<file path="src/rtl/bqc_pkg.sv">
// ----------------------------------------------------------------------------
// bqc_pkg
// Shared constants, types and the control store of the biquad cascade.
// ----------------------------------------------------------------------------
package bqc_pkg;

  // filter geometry
  localparam int SECTIONS    = 3;
  localparam int CHANNELS    = 2;
  localparam int SAMPLE_BITS = 24;

  // coefficients are Q3.21 for 24-bit samples
  localparam int COEF_FRAC = SAMPLE_BITS - 3;
  localparam int NCOEF     = SECTIONS * 5;
  localparam int NROW      = CHANNELS * SECTIONS;

  localparam int SEC_W  = (SECTIONS > 1) ? $clog2(SECTIONS) : 1;
  localparam int ROW_W  = (NROW > 1) ? $clog2(NROW) : 1;
  localparam int CIDX_W = $clog2(NCOEF);

  // product and five-term accumulator widths
  localparam int PROD_W = 2 * SAMPLE_BITS;
  localparam int ACC_W  = PROD_W + 3;

  localparam int STEP_W = 3;

  typedef enum logic [1:0] {
    OP_FILTER = 2'd0,
    OP_WRITE  = 2'd1,
    OP_CLEAR  = 2'd2
  } op_e;

  // multiplier operand, same order as the coefficient positions
  typedef enum logic [2:0] {
    TAP_X  = 3'd0,
    TAP_X1 = 3'd1,
    TAP_X2 = 3'd2,
    TAP_Y1 = 3'd3,
    TAP_Y2 = 3'd4
  } tap_e;

  typedef enum logic [1:0] {
    ACC_HOLD = 2'd0,
    ACC_LOAD = 2'd1,
    ACC_ADD  = 2'd2,
    ACC_SUB  = 2'd3
  } acc_e;

  typedef enum logic {
    ST_IDLE = 1'b0,
    ST_RUN  = 1'b1
  } state_e;

  // one control word per step
  typedef struct packed {
    logic mul_en;
    tap_e tap;
    acc_e acc;
    logic finish;
  } uword_t;

  // control store: one section per pass, the product lags the multiply by a step
  function automatic uword_t ucode(logic [STEP_W-1:0] step);
    uword_t w;
    w = '{mul_en: 1'b0, tap: TAP_X, acc: ACC_HOLD, finish: 1'b0};
    unique case (step)
      3'd0:    w = '{mul_en: 1'b1, tap: TAP_X,  acc: ACC_HOLD, finish: 1'b0};
      3'd1:    w = '{mul_en: 1'b1, tap: TAP_X1, acc: ACC_LOAD, finish: 1'b0};
      3'd2:    w = '{mul_en: 1'b1, tap: TAP_X2, acc: ACC_ADD,  finish: 1'b0};
      3'd3:    w = '{mul_en: 1'b1, tap: TAP_Y1, acc: ACC_ADD,  finish: 1'b0};
      3'd4:    w = '{mul_en: 1'b1, tap: TAP_Y2, acc: ACC_SUB,  finish: 1'b0};
      3'd5:    w = '{mul_en: 1'b0, tap: TAP_X,  acc: ACC_SUB,  finish: 1'b0};
      3'd6:    w = '{mul_en: 1'b0, tap: TAP_X,  acc: ACC_HOLD, finish: 1'b1};
      default: w = '{mul_en: 1'b0, tap: TAP_X,  acc: ACC_HOLD, finish: 1'b0};
    endcase
    return w;
  endfunction

endpackage

</file>
<file path="src/rtl/biquad_cascade_filter_unit.sv">
// Schedule: a filter request runs seven control steps per section, three sections,
//   on one shared multiplier; the last section holds while a held result is not taken.
// Requests: a new request is taken only while the sequencer is idle, so a filter request
//   finishes before the next is accepted; write and clear requests give no result.
// Reset: coefficients return to pass-through (every b0 one), history is zeroed,
//   the sequencer goes idle and the output register empties.
// ----------------------------------------------------------------------------
// biquad_cascade_filter_unit
// Direct-form-I biquad cascade with per-channel history, driven by a small
// microcoded sequencer around one multiply-accumulate datapath.
// ----------------------------------------------------------------------------
module biquad_cascade_filter_unit (
  input  logic                                   clk_i,
  input  logic                                   rst_ni,
  input  logic                                   in_valid_i,
  output logic                                   in_ready_o,
  input  logic [1:0]                             operation_i,
  input  logic                                   channel_i,
  input  logic signed [bqc_pkg::SAMPLE_BITS-1:0] sample_in_i,
  input  logic [3:0]                             coefficient_index_i,
  input  logic signed [bqc_pkg::SAMPLE_BITS-1:0] coefficient_value_i,
  output logic                                   out_valid_o,
  input  logic                                   out_ready_i,
  output logic signed [bqc_pkg::SAMPLE_BITS-1:0] sample_out_o,
  output logic                                   channel_out_o,
  output logic                                   clipped_o
);
  import bqc_pkg::*;

  localparam logic signed [ACC_W-1:0] MAXV = (ACC_W'(1) <<< (SAMPLE_BITS - 1)) - ACC_W'(1);
  localparam logic signed [ACC_W-1:0] MINV = -MAXV - ACC_W'(1);
  localparam logic signed [ACC_W-1:0] HALF = ACC_W'(1) <<< (COEF_FRAC - 1);
  localparam logic [SEC_W-1:0]        SEC_LAST = SEC_W'(SECTIONS - 1);

  state_e                         state_q, state_d;
  logic [STEP_W-1:0]              step_q, step_d;
  logic [SEC_W-1:0]               sec_q, sec_d;
  logic                           ch_q;
  logic signed [SAMPLE_BITS-1:0]  x_q;
  logic                           clip_q;
  logic signed [PROD_W-1:0]       prod_q;
  logic signed [ACC_W-1:0]        acc_q;
  logic                           out_valid_q;
  logic signed [SAMPLE_BITS-1:0]  out_sample_q;
  logic                           out_ch_q;
  logic                           out_clip_q;

  logic signed [SAMPLE_BITS-1:0]  coef_q [NCOEF];
  logic signed [SAMPLE_BITS-1:0]  hx1_q [NROW];
  logic signed [SAMPLE_BITS-1:0]  hx2_q [NROW];
  logic signed [SAMPLE_BITS-1:0]  hy1_q [NROW];
  logic signed [SAMPLE_BITS-1:0]  hy2_q [NROW];

  uword_t                         uw;
  logic                           accept;
  logic                           filter_req;
  logic                           last_sec;
  logic                           can_emit;
  logic                           advance;
  logic [ROW_W-1:0]               row;
  logic [CIDX_W-1:0]              cidx;
  logic signed [SAMPLE_BITS-1:0]  opnd;
  logic signed [ACC_W-1:0]        prod_ext;
  logic signed [ACC_W-1:0]        rnd;
  logic signed [ACC_W-1:0]        quo;
  logic signed [SAMPLE_BITS-1:0]  y_sat;
  logic                           sat;

  // handshake and control decode
  assign in_ready_o = (state_q == ST_IDLE);
  assign accept     = in_valid_i && in_ready_o;
  assign filter_req = accept && (op_e'(operation_i) == OP_FILTER)
                      && (int'(channel_i) < CHANNELS);
  assign uw         = ucode(step_q);
  assign last_sec   = (sec_q == SEC_LAST);
  assign can_emit   = !out_valid_q || out_ready_i;
  assign advance    = uw.finish && (!last_sec || can_emit);

  // history row and coefficient address
  assign row  = ROW_W'(int'(ch_q) * SECTIONS + int'(sec_q));
  assign cidx = CIDX_W'(int'(sec_q) * 5 + int'(uw.tap));

  // multiplier operand select
  always_comb begin
    unique case (uw.tap)
      TAP_X:   opnd = x_q;
      TAP_X1:  opnd = hx1_q[row];
      TAP_X2:  opnd = hx2_q[row];
      TAP_Y1:  opnd = hy1_q[row];
      TAP_Y2:  opnd = hy2_q[row];
      default: opnd = x_q;
    endcase
  end

  // round half up, then saturate to the sample range
  assign prod_ext = {{(ACC_W - PROD_W){prod_q[PROD_W-1]}}, prod_q};
  assign rnd      = acc_q + HALF;
  assign quo      = rnd >>> COEF_FRAC;
  always_comb begin
    sat   = 1'b0;
    y_sat = quo[SAMPLE_BITS-1:0];
    if (quo > MAXV) begin
      sat   = 1'b1;
      y_sat = MAXV[SAMPLE_BITS-1:0];
    end else if (quo < MINV) begin
      sat   = 1'b1;
      y_sat = MINV[SAMPLE_BITS-1:0];
    end
  end

  // sequencer next state
  always_comb begin
    state_d = state_q;
    step_d  = step_q;
    sec_d   = sec_q;
    unique case (state_q)
      ST_IDLE: begin
        step_d = '0;
        sec_d  = '0;
        if (filter_req) begin
          state_d = ST_RUN;
        end
      end
      ST_RUN: begin
        if (uw.finish) begin
          if (advance) begin
            step_d = '0;
            if (last_sec) begin
              state_d = ST_IDLE;
              sec_d   = '0;
            end else begin
              sec_d = sec_q + SEC_W'(1);
            end
          end
        end else begin
          step_d = step_q + STEP_W'(1);
        end
      end
      default: state_d = ST_IDLE;
    endcase
  end

  // control registers
  always_ff @(posedge clk_i or negedge rst_ni) begin
    if (!rst_ni) begin
      state_q <= ST_IDLE;
      step_q  <= '0;
      sec_q   <= '0;
    end else begin
      state_q <= state_d;
      step_q  <= step_d;
      sec_q   <= sec_d;
    end
  end

  // datapath: request latch, multiplier and accumulator
  always_ff @(posedge clk_i) begin
    if (filter_req) begin
      ch_q   <= channel_i;
      x_q    <= sample_in_i;
      clip_q <= 1'b0;
    end else if (state_q == ST_RUN && advance) begin
      x_q    <= y_sat;
      clip_q <= clip_q | sat;
    end
    if (state_q == ST_RUN && uw.mul_en) begin
      prod_q <= PROD_W'(coef_q[cidx]) * PROD_W'(opnd);
    end
    if (state_q == ST_RUN) begin
      unique case (uw.acc)
        ACC_LOAD: acc_q <= prod_ext;
        ACC_ADD:  acc_q <= acc_q + prod_ext;
        ACC_SUB:  acc_q <= acc_q - prod_ext;
        default:  acc_q <= acc_q;
      endcase
    end
  end

  // coefficient table, pass-through after reset
  always_ff @(posedge clk_i or negedge rst_ni) begin
    if (!rst_ni) begin
      for (int i = 0; i < NCOEF; i++) begin
        coef_q[i] <= (i % 5 == 0) ? SAMPLE_BITS'(1 << COEF_FRAC) : '0;
      end
    end else if (accept && op_e'(operation_i) == OP_WRITE
                 && int'(coefficient_index_i) < NCOEF) begin
      coef_q[coefficient_index_i[CIDX_W-1:0]] <= coefficient_value_i;
    end
  end

  // per-channel, per-section history
  always_ff @(posedge clk_i or negedge rst_ni) begin
    if (!rst_ni) begin
      for (int r = 0; r < NROW; r++) begin
        hx1_q[r] <= '0;
        hx2_q[r] <= '0;
        hy1_q[r] <= '0;
        hy2_q[r] <= '0;
      end
    end else if (accept && op_e'(operation_i) == OP_CLEAR) begin
      for (int r = 0; r < NROW; r++) begin
        hx1_q[r] <= '0;
        hx2_q[r] <= '0;
        hy1_q[r] <= '0;
        hy2_q[r] <= '0;
      end
    end else if (state_q == ST_RUN && advance) begin
      hx1_q[row] <= x_q;
      hx2_q[row] <= hx1_q[row];
      hy1_q[row] <= y_sat;
      hy2_q[row] <= hy1_q[row];
    end
  end

  // output register
  always_ff @(posedge clk_i or negedge rst_ni) begin
    if (!rst_ni) begin
      out_valid_q <= 1'b0;
    end else if (state_q == ST_RUN && advance && last_sec) begin
      out_valid_q <= 1'b1;
    end else if (out_ready_i) begin
      out_valid_q <= 1'b0;
    end
  end

  always_ff @(posedge clk_i) begin
    if (state_q == ST_RUN && advance && last_sec) begin
      out_sample_q <= y_sat;
      out_ch_q     <= ch_q;
      out_clip_q   <= clip_q | sat;
    end
  end

  assign out_valid_o   = out_valid_q;
  assign sample_out_o  = out_sample_q;
  assign channel_out_o = out_ch_q;
  assign clipped_o     = out_clip_q;

  // checks
  a_idle_counters: assert property (@(posedge clk_i) disable iff (!rst_ni)
    state_q == ST_IDLE |-> step_q == '0 && sec_q == '0)
    else $error("sequencer counters not cleared while idle");

  a_sec_range: assert property (@(posedge clk_i) disable iff (!rst_ni)
    state_q == ST_RUN |-> int'(sec_q) < SECTIONS)
    else $error("section counter out of range");

  a_start_run: assert property (@(posedge clk_i) disable iff (!rst_ni)
    filter_req |=> state_q == ST_RUN && step_q == '0)
    else $error("filter request did not start the sequencer");

  a_result_src: assert property (@(posedge clk_i) disable iff (!rst_ni)
    $rose(out_valid_q) |-> $past(state_q == ST_RUN && uw.finish && last_sec))
    else $error("result raised outside the last section finish step");

endmodule

</file>
<file path="config.mk">
export PLATFORM = sky130hd
export DESIGN_NAME = biquad_cascade_filter_unit
export DESIGN_NICKNAME = d
export VERILOG_FILES = /design/src/rtl/bqc_pkg.sv /design/src/rtl/biquad_cascade_filter_unit.sv
export SDC_FILE = /design/constraint.sdc
export NUM_CORES = 2
export LEC_CHECK = 0
export ABC_AREA = 1
export BUFFER_PORTS_ARGS = -buffer_cell sky130_fd_sc_hd__clkbuf_2
export CAP_MARGIN = 10
export CORE_ASPECT_RATIO = 0.5
export CORE_MARGIN = 2
export CORE_UTILIZATION = 41
export CTS_CLUSTER_SIZE = 14
export DETAILED_ROUTE_END_ITERATION = 12
export PLACE_DENSITY = 0.64
export REMOVE_ABC_BUFFERS = 1
export SLEW_MARGIN = 20
export SYNTH_ARGS = -nofsm -noshare
export SYNTH_HDL_FRONTEND = slang
export SYNTH_SLANG_ARGS = --single-unit
</file>
<file path="constraint.sdc">
create_clock -name clk_i -period 8 [get_ports clk_i]
set_input_delay 2.4 -clock clk_i [delete_from_list [all_inputs] [get_ports clk_i]]
set_output_delay 2.4 -clock clk_i [all_outputs]
set_load 0.03 [all_outputs]
</file>
# Word-level counts from Yosys, hierarchy flattened

Cells that the tools add are included.
W data, S select, Z words.

Register bits: 1,094
Logic and storage cells: 171
Output and inout bits: 28
Input port bits: 59

Equality and inequality tests: 19
$mul: 3
Order comparisons: 8
Add/sub/neg operators: 7
Reduce and logical (&&, ||, !) cells: 23
Multiplexer cells: 55
Bitwise operators: 5

Operators by type and width:

| kind                     | count |
|---|---|
| $mux W144                | 8 |
| $bwmux W144              | 4 |
| $mux W24                 | 16 |
| $bwmux W360              | 1 |
| $bmux W24 S3             | 4 |
| $pmux W51 S3             | 1 |
| $bmux W24 S4             | 1 |
| $demux W24 S4            | 1 |
| $pmux W24 S4             | 1 |
| $demux W24 S3            | 1 |
| $add A51 B22 Y51 const B | 1 |
| $add A51 B48 Y51         | 1 |
| $sub A51 B48 Y51         | 1 |
| $pmux W7 S7              | 1 |
| $mul A24 B24 Y48         | 1 |
| $gt A30 B24 Y1 const B   | 1 |
| $lt A30 B24 Y1 const B   | 1 |
| $eq A3 B2 Y1 const B     | 4 |
| $eq A3 B3 Y1 const B     | 4 |
| $logic_and A1 B1 Y1      | 11 |
| $ge A5 B5 Y1 const B     | 2 |
| $not A4 Y5               | 2 |
| $eq A2 B2 Y1 const B     | 4 |
| $mux W1                  | 8 |
| 29 further kinds         | 40 |

# Logic depth before layout (Yosys ltp)

Depth after elaboration: 10
Depth in mapped cells: 47
Mapped depth without buffers: 43

# Least setup slack after synthesis

OpenSTA, ideal clock, no wires.

Path type: register to register
Start point: reg step_q[1]
End point: reg prod_q[47] (data pin)
Setup slack: -0.746 ns
Buffers on the path: 2
Period minus slack after synthesis: 8.746 ns
Library setup time: 0.252 ns
Arrival time: 8.494 ns
Stages on the path, launching flop included: 39
Required time: 7.748 ns
Cells stage by stage: dfrtp_1 nand2_1 inv_1 ha_1 inv_1 nand2_1 ha_1 ha_1 inv_1 fa_1 xor2_1 xor2_2 inv_2 clkbuf_1 nand2_1 nand2_1 buf_4 nor2_1 (+3 left out) fa_1 inv_1 fa_1 fa_1 inv_1 fa_1 inv_1 fa_1 ha_1 nand2_1 nor3_1 nand2_1 nor2_1 nand4_1 nand3_1 inv_1 nand2_1 nand2_1

Word-level cells in the longest chain between the ends: 8
Elaborated cells on any way between the ends: 19
Classes of those cells: add/sub (1); mul (1); eq/ne (10); mux (5); bitwise (1); reduce/logical (1)

Ends and longest elaborated chain:

| what                                         | line                              | RTL |
|---|---|---|
| from (decl)                                  | biquad_cascade_filter_unit.sv:36  | `logic [STEP_W-1:0] step_q, step_d;` |
| from (signal assigned)                       | biquad_cascade_filter_unit.sv:151 | `step_q <= step_d;` |
| $eq A3 B3 Y1, or another cell as far along   | bqc_pkg.sv:66                     | `unique case (step)` |
| $pmux W7 S7 (*)                              | bqc_pkg.sv:66                     |  |
| $add A4 B3 Y4                                | biquad_cascade_filter_unit.sv:81  | `assign cidx = CIDX_W'(int'(sec_q) * 5 + int'(uw.tap));` |
| $not A4 Y5 (not written as such)             | biquad_cascade_filter_unit.sv:167 | `prod_q <= PROD_W'(coef_q[cidx]) * PROD_W'(opnd);` |
| $bmux W24 S4                                 | biquad_cascade_filter_unit.sv:167 |  |
| $mux W24 (not written as such) (2 in series) | biquad_cascade_filter_unit.sv:167 |  |
| $mul A24 B24 Y48 (*)                         | biquad_cascade_filter_unit.sv:167 |  |
| to (signal assigned)                         | biquad_cascade_filter_unit.sv:167 |  |
| to (decl)                                    | biquad_cascade_filter_unit.sv:41  | `logic signed [PROD_W-1:0] prod_q;` |

Every way passes the cells marked *; elsewhere a longest branch is shown, timed or not. The select of a mux whose other input is x is not followed.
A chain may end at the register's enable or synchronous reset.

# Final worst setup path

Start point: reg ch_q
End point: reg prod_q[44] (data pin)

Word-level cells in the longest chain between the ends: 8
Elaborated cells on any way between the ends: 17
Classes of those cells: add/sub (1); mul (2); mux (13); bitwise (1)

Ends and longest elaborated chain:

| what                                      | line                              | RTL |
|---|---|---|
| from (decl)                               | biquad_cascade_filter_unit.sv:38  | `logic ch_q;` |
| from (signal assigned)                    | biquad_cascade_filter_unit.sv:159 | `ch_q <= channel_i;` |
| $mul A1 B2 Y3 (*)                         | biquad_cascade_filter_unit.sv:80  | `assign row = ROW_W'(int'(ch_q) * SECTIONS + int'(sec_q));` |
| $add A3 B2 Y3 (*)                         | biquad_cascade_filter_unit.sv:80  |  |
| $not A3 Y4 (not written as such) (*)      | --                                |  |
| $bmux W24 S3 (on tied branches)           | --                                |  |
| $mux W24 (on tied branches) (2 in series) | --                                |  |
| $pmux W24 S4 (*)                          | biquad_cascade_filter_unit.sv:85  | `unique case (uw.tap)` |
| $mul A24 B24 Y48 (*)                      | biquad_cascade_filter_unit.sv:167 |  |

Marked as above.

==> results.yml <==
die:
  die_area_mm2: 0.191
  num_rows: 112
  die-width_um: 616
  num_io_pins: 87
  core_area_mm2: 0.186
  die-height_um: 310
  initial_core_util: 0.413
logic_synthesis:
  syn_inst: 9536
  ys_seq_elements: 1094
  yosys-top-cells-count: "2824 x nand2_1, 1303 x inv_1, 940 x dfrtp_1"
  yosys-top-cells-area: "dfrtp_1 31%, fa_1 16%, nand2_1 14%"
  synth_async_sr_flop_share: 0.862
  synthFlopType: "dfrtp_1"
  synth_area_leader_cell: "dfrtp_1"
  ys_warn_count: 0
  avgSynthCellArea_um2: 8.06
  synth.distinct_cells: 57
  syn_area_mm2: 0.0769
  synth_most_common_cell: "nand2_1"
  synth_top_area_share: 0.306
  yosysSeqAreaShare: 0.366
  synth_enable_flop_cells: 150
worst_setup_path:
  critPathMostFrequentCell: "fa_1"
  cp-start-kind: "flop"
  arrival_ns: 9.34
  reg2reg_to: "prod_q[44]"
  r2r-start: "ch_q"
  crit_fanout: 7
  cp-startpoint: "ch_q"
  cp-endpoint: "prod_q[44]"
  rrSetupSlack_ns: -0.86
  cpPeakStageDelay_ns: 0.70
  worstRegToRegCells: 37
  cp-end-kind: "flop"
  slowest_stage: "fa_4"
  crit_type: "reg2reg"
  required_ns: 8.48
sta:
  hold_violations: 0
  rsz0062_at_grt: "yes"
  setup_tns_ns: -23.97
  drv_slew: 0
  worstMarginPinSlew_ns: 1.19
  hold_ws_ns: 0.480
  period_minus_slack_ns: 8.86
  period_share: 1.11
  max_freq_mhz: 113
  worst_slack_ns: -0.864
  fin_worst_skew_ns: 0.0522
  relSlewSlack: 0.207
  setup_viol: 37
hold_path:
  hp-class: "reg2reg"
clock_network:
  clock_latency_ns: 0.76
  cts_tree: "done"
  cts_root_buf: "clkbuf_16"
  cts.sinks: 1094
  cts_buffer_depth: 3
  cts-buffers-inserted: 103
  hold_buffers: 0
  clk_pin_slew_ns: 0.07
  htreeDepth: 3
grt:
  grt_pass1_vias: 68100
  grt_max_degree: 170
  grt_first_pass_wirelength_um: 415000
  antenna_found_initial: 5
  grt_remaining_overflow: 0
  grtUsageTotal: 0.283
placed_design:
  pre_cts_ws_ns: -1.20
  placement.io_buffers: 86
  gp_congestion: 1.02
  place_inst: 12400
  dp_hpwl_um: 195000
final_layout:
  final_nets: 10900
  area_growth_pct: 20.0
  drive_above_1_share: 0.162
  stdcell_count: 12700
drt:
  ant_nets: 0
  vias: 68800
  via_per_inst: 5.43
  wirelength_um: 272000
  drtIter0Drc: 7566
  drc: 0
  drt_pre_antenna_iters: 6
  avgRoutedWirePerCell_um: 21.5
status:
  outcome: "finished, violations left"
  failed_checks: "setup timing"
flow_run:
  drv_cap: 0
[timing repair]
action | in CTS | in global routing
gates cloned | 1 | 6
gates resized for setup | 161 | 463
endpoints found under the setup margin | 38 | 38
setup buffers | 15 | 61
pin swaps | 26 | 160
[worst max-delay path, delay by kind of cell, from the launching register on]
kind                       cells  cell delay [ns]
and+or+nand+nor                8             0.89
buffers and inverters         14             1.83
AOI/OAI and AO/OA              4             0.63
DFF                            1             0.47
adders and majority gates     10             4.54
xor gates and xnor gates       1             0.19
[worst min-delay path by stage]
| stage | startpoint | end | cells after the start |
|---|---|---|---|
| after floorplan | hx2_q[105] | hx2_q[105] | 2 |
| after global placement | hy2_q[75] | hy2_q[75] | 2 |
| after detailed placement | hy1_q[77] | hy1_q[77] | 2 |
| after CTS | hy1_q[139] | hy1_q[139] | 2 |
| after global routing | hy1_q[89] | hy1_q[89] | 2 |
| final | hy1_q[88] | hy1_q[88] | 2 |
[area by class of cell]
cell class / instances / area (µm²)
clock buffer: 163 / 3160
antenna: 3 / 7.51
multi-input combinational: 6601 / 43600
sequential: 1094 / 28100
clock inverter: 24 / 288
fill: 17800 / 94100
inverter: 1339 / 5130
timing repair buffer: 948 / 8800
tap: 2508 / 3140
[kinds of logic after synthesis]
kind of cell / share of synthesized area
and+or+nand+nor: 0.219
AOI/OAI and AO/OA: 0.111
DFF: 0.366
xor gates and xnor gates: 0.0149
muxes: 0.00286
adders and majority gates: 0.190
buffers and inverters: 0.0970
[layer usage]
metal  up-vias  routed length [µm]  track usage
met5         -                   0            0
met4         0               10000       0.0933
met3       535               27500       0.0541
met2      3158              118000        0.436
met1     33900              117000        0.404
li1      31300                   -            -
[cell usage in the layout, fill, tap and decap left out, types with 56 or more instances in the layout]
master     synthesis  final
nand3_1          479    446
buf_12             2    120
o21ai_1           23     58
nand2_2           26     78
o21ai_0          863    811
clkbuf_2           0     85
a21oi_1          231    195
buf_6             12     58
inv_2             34     56
ha_1             190    141
o22ai_1          182    180
fa_1             611    579
nor2_1           556    486
inv_1           1303   1260
edfxtp_1         150    150
dfrtp_1          940    940
nand4_1          108    108
clkbuf_16          0    114
xor2_1            91     80
nand2_1         2824   2750
o211ai_1         104    104
nor2_2            12     58
buf_4             43    669
[metrics by stage]
stage	utilization	area, µm²
floorplan	-	74500
global placement	0.459	85500
detailed placement	0.459	85500
CTS	0.482	89800
global route	0.495	92200
finish	0.495	92200
[sequential cells by signal, summed over array words and instances (netlist names), 2 cells and up]
signal / cells
prod_q: 48
acc_q: 51
hx1_q: 144
sample_out_o: 24
hy1_q: 144
hy2_q: 144
step_q: 3
x_q: 24
coef_q: 360
sec_q: 2
hx2_q: 144
Power is left out: the tool's default activity adds up to more than one toggle a clock period on the data nets, which glitch-free logic cannot reach.
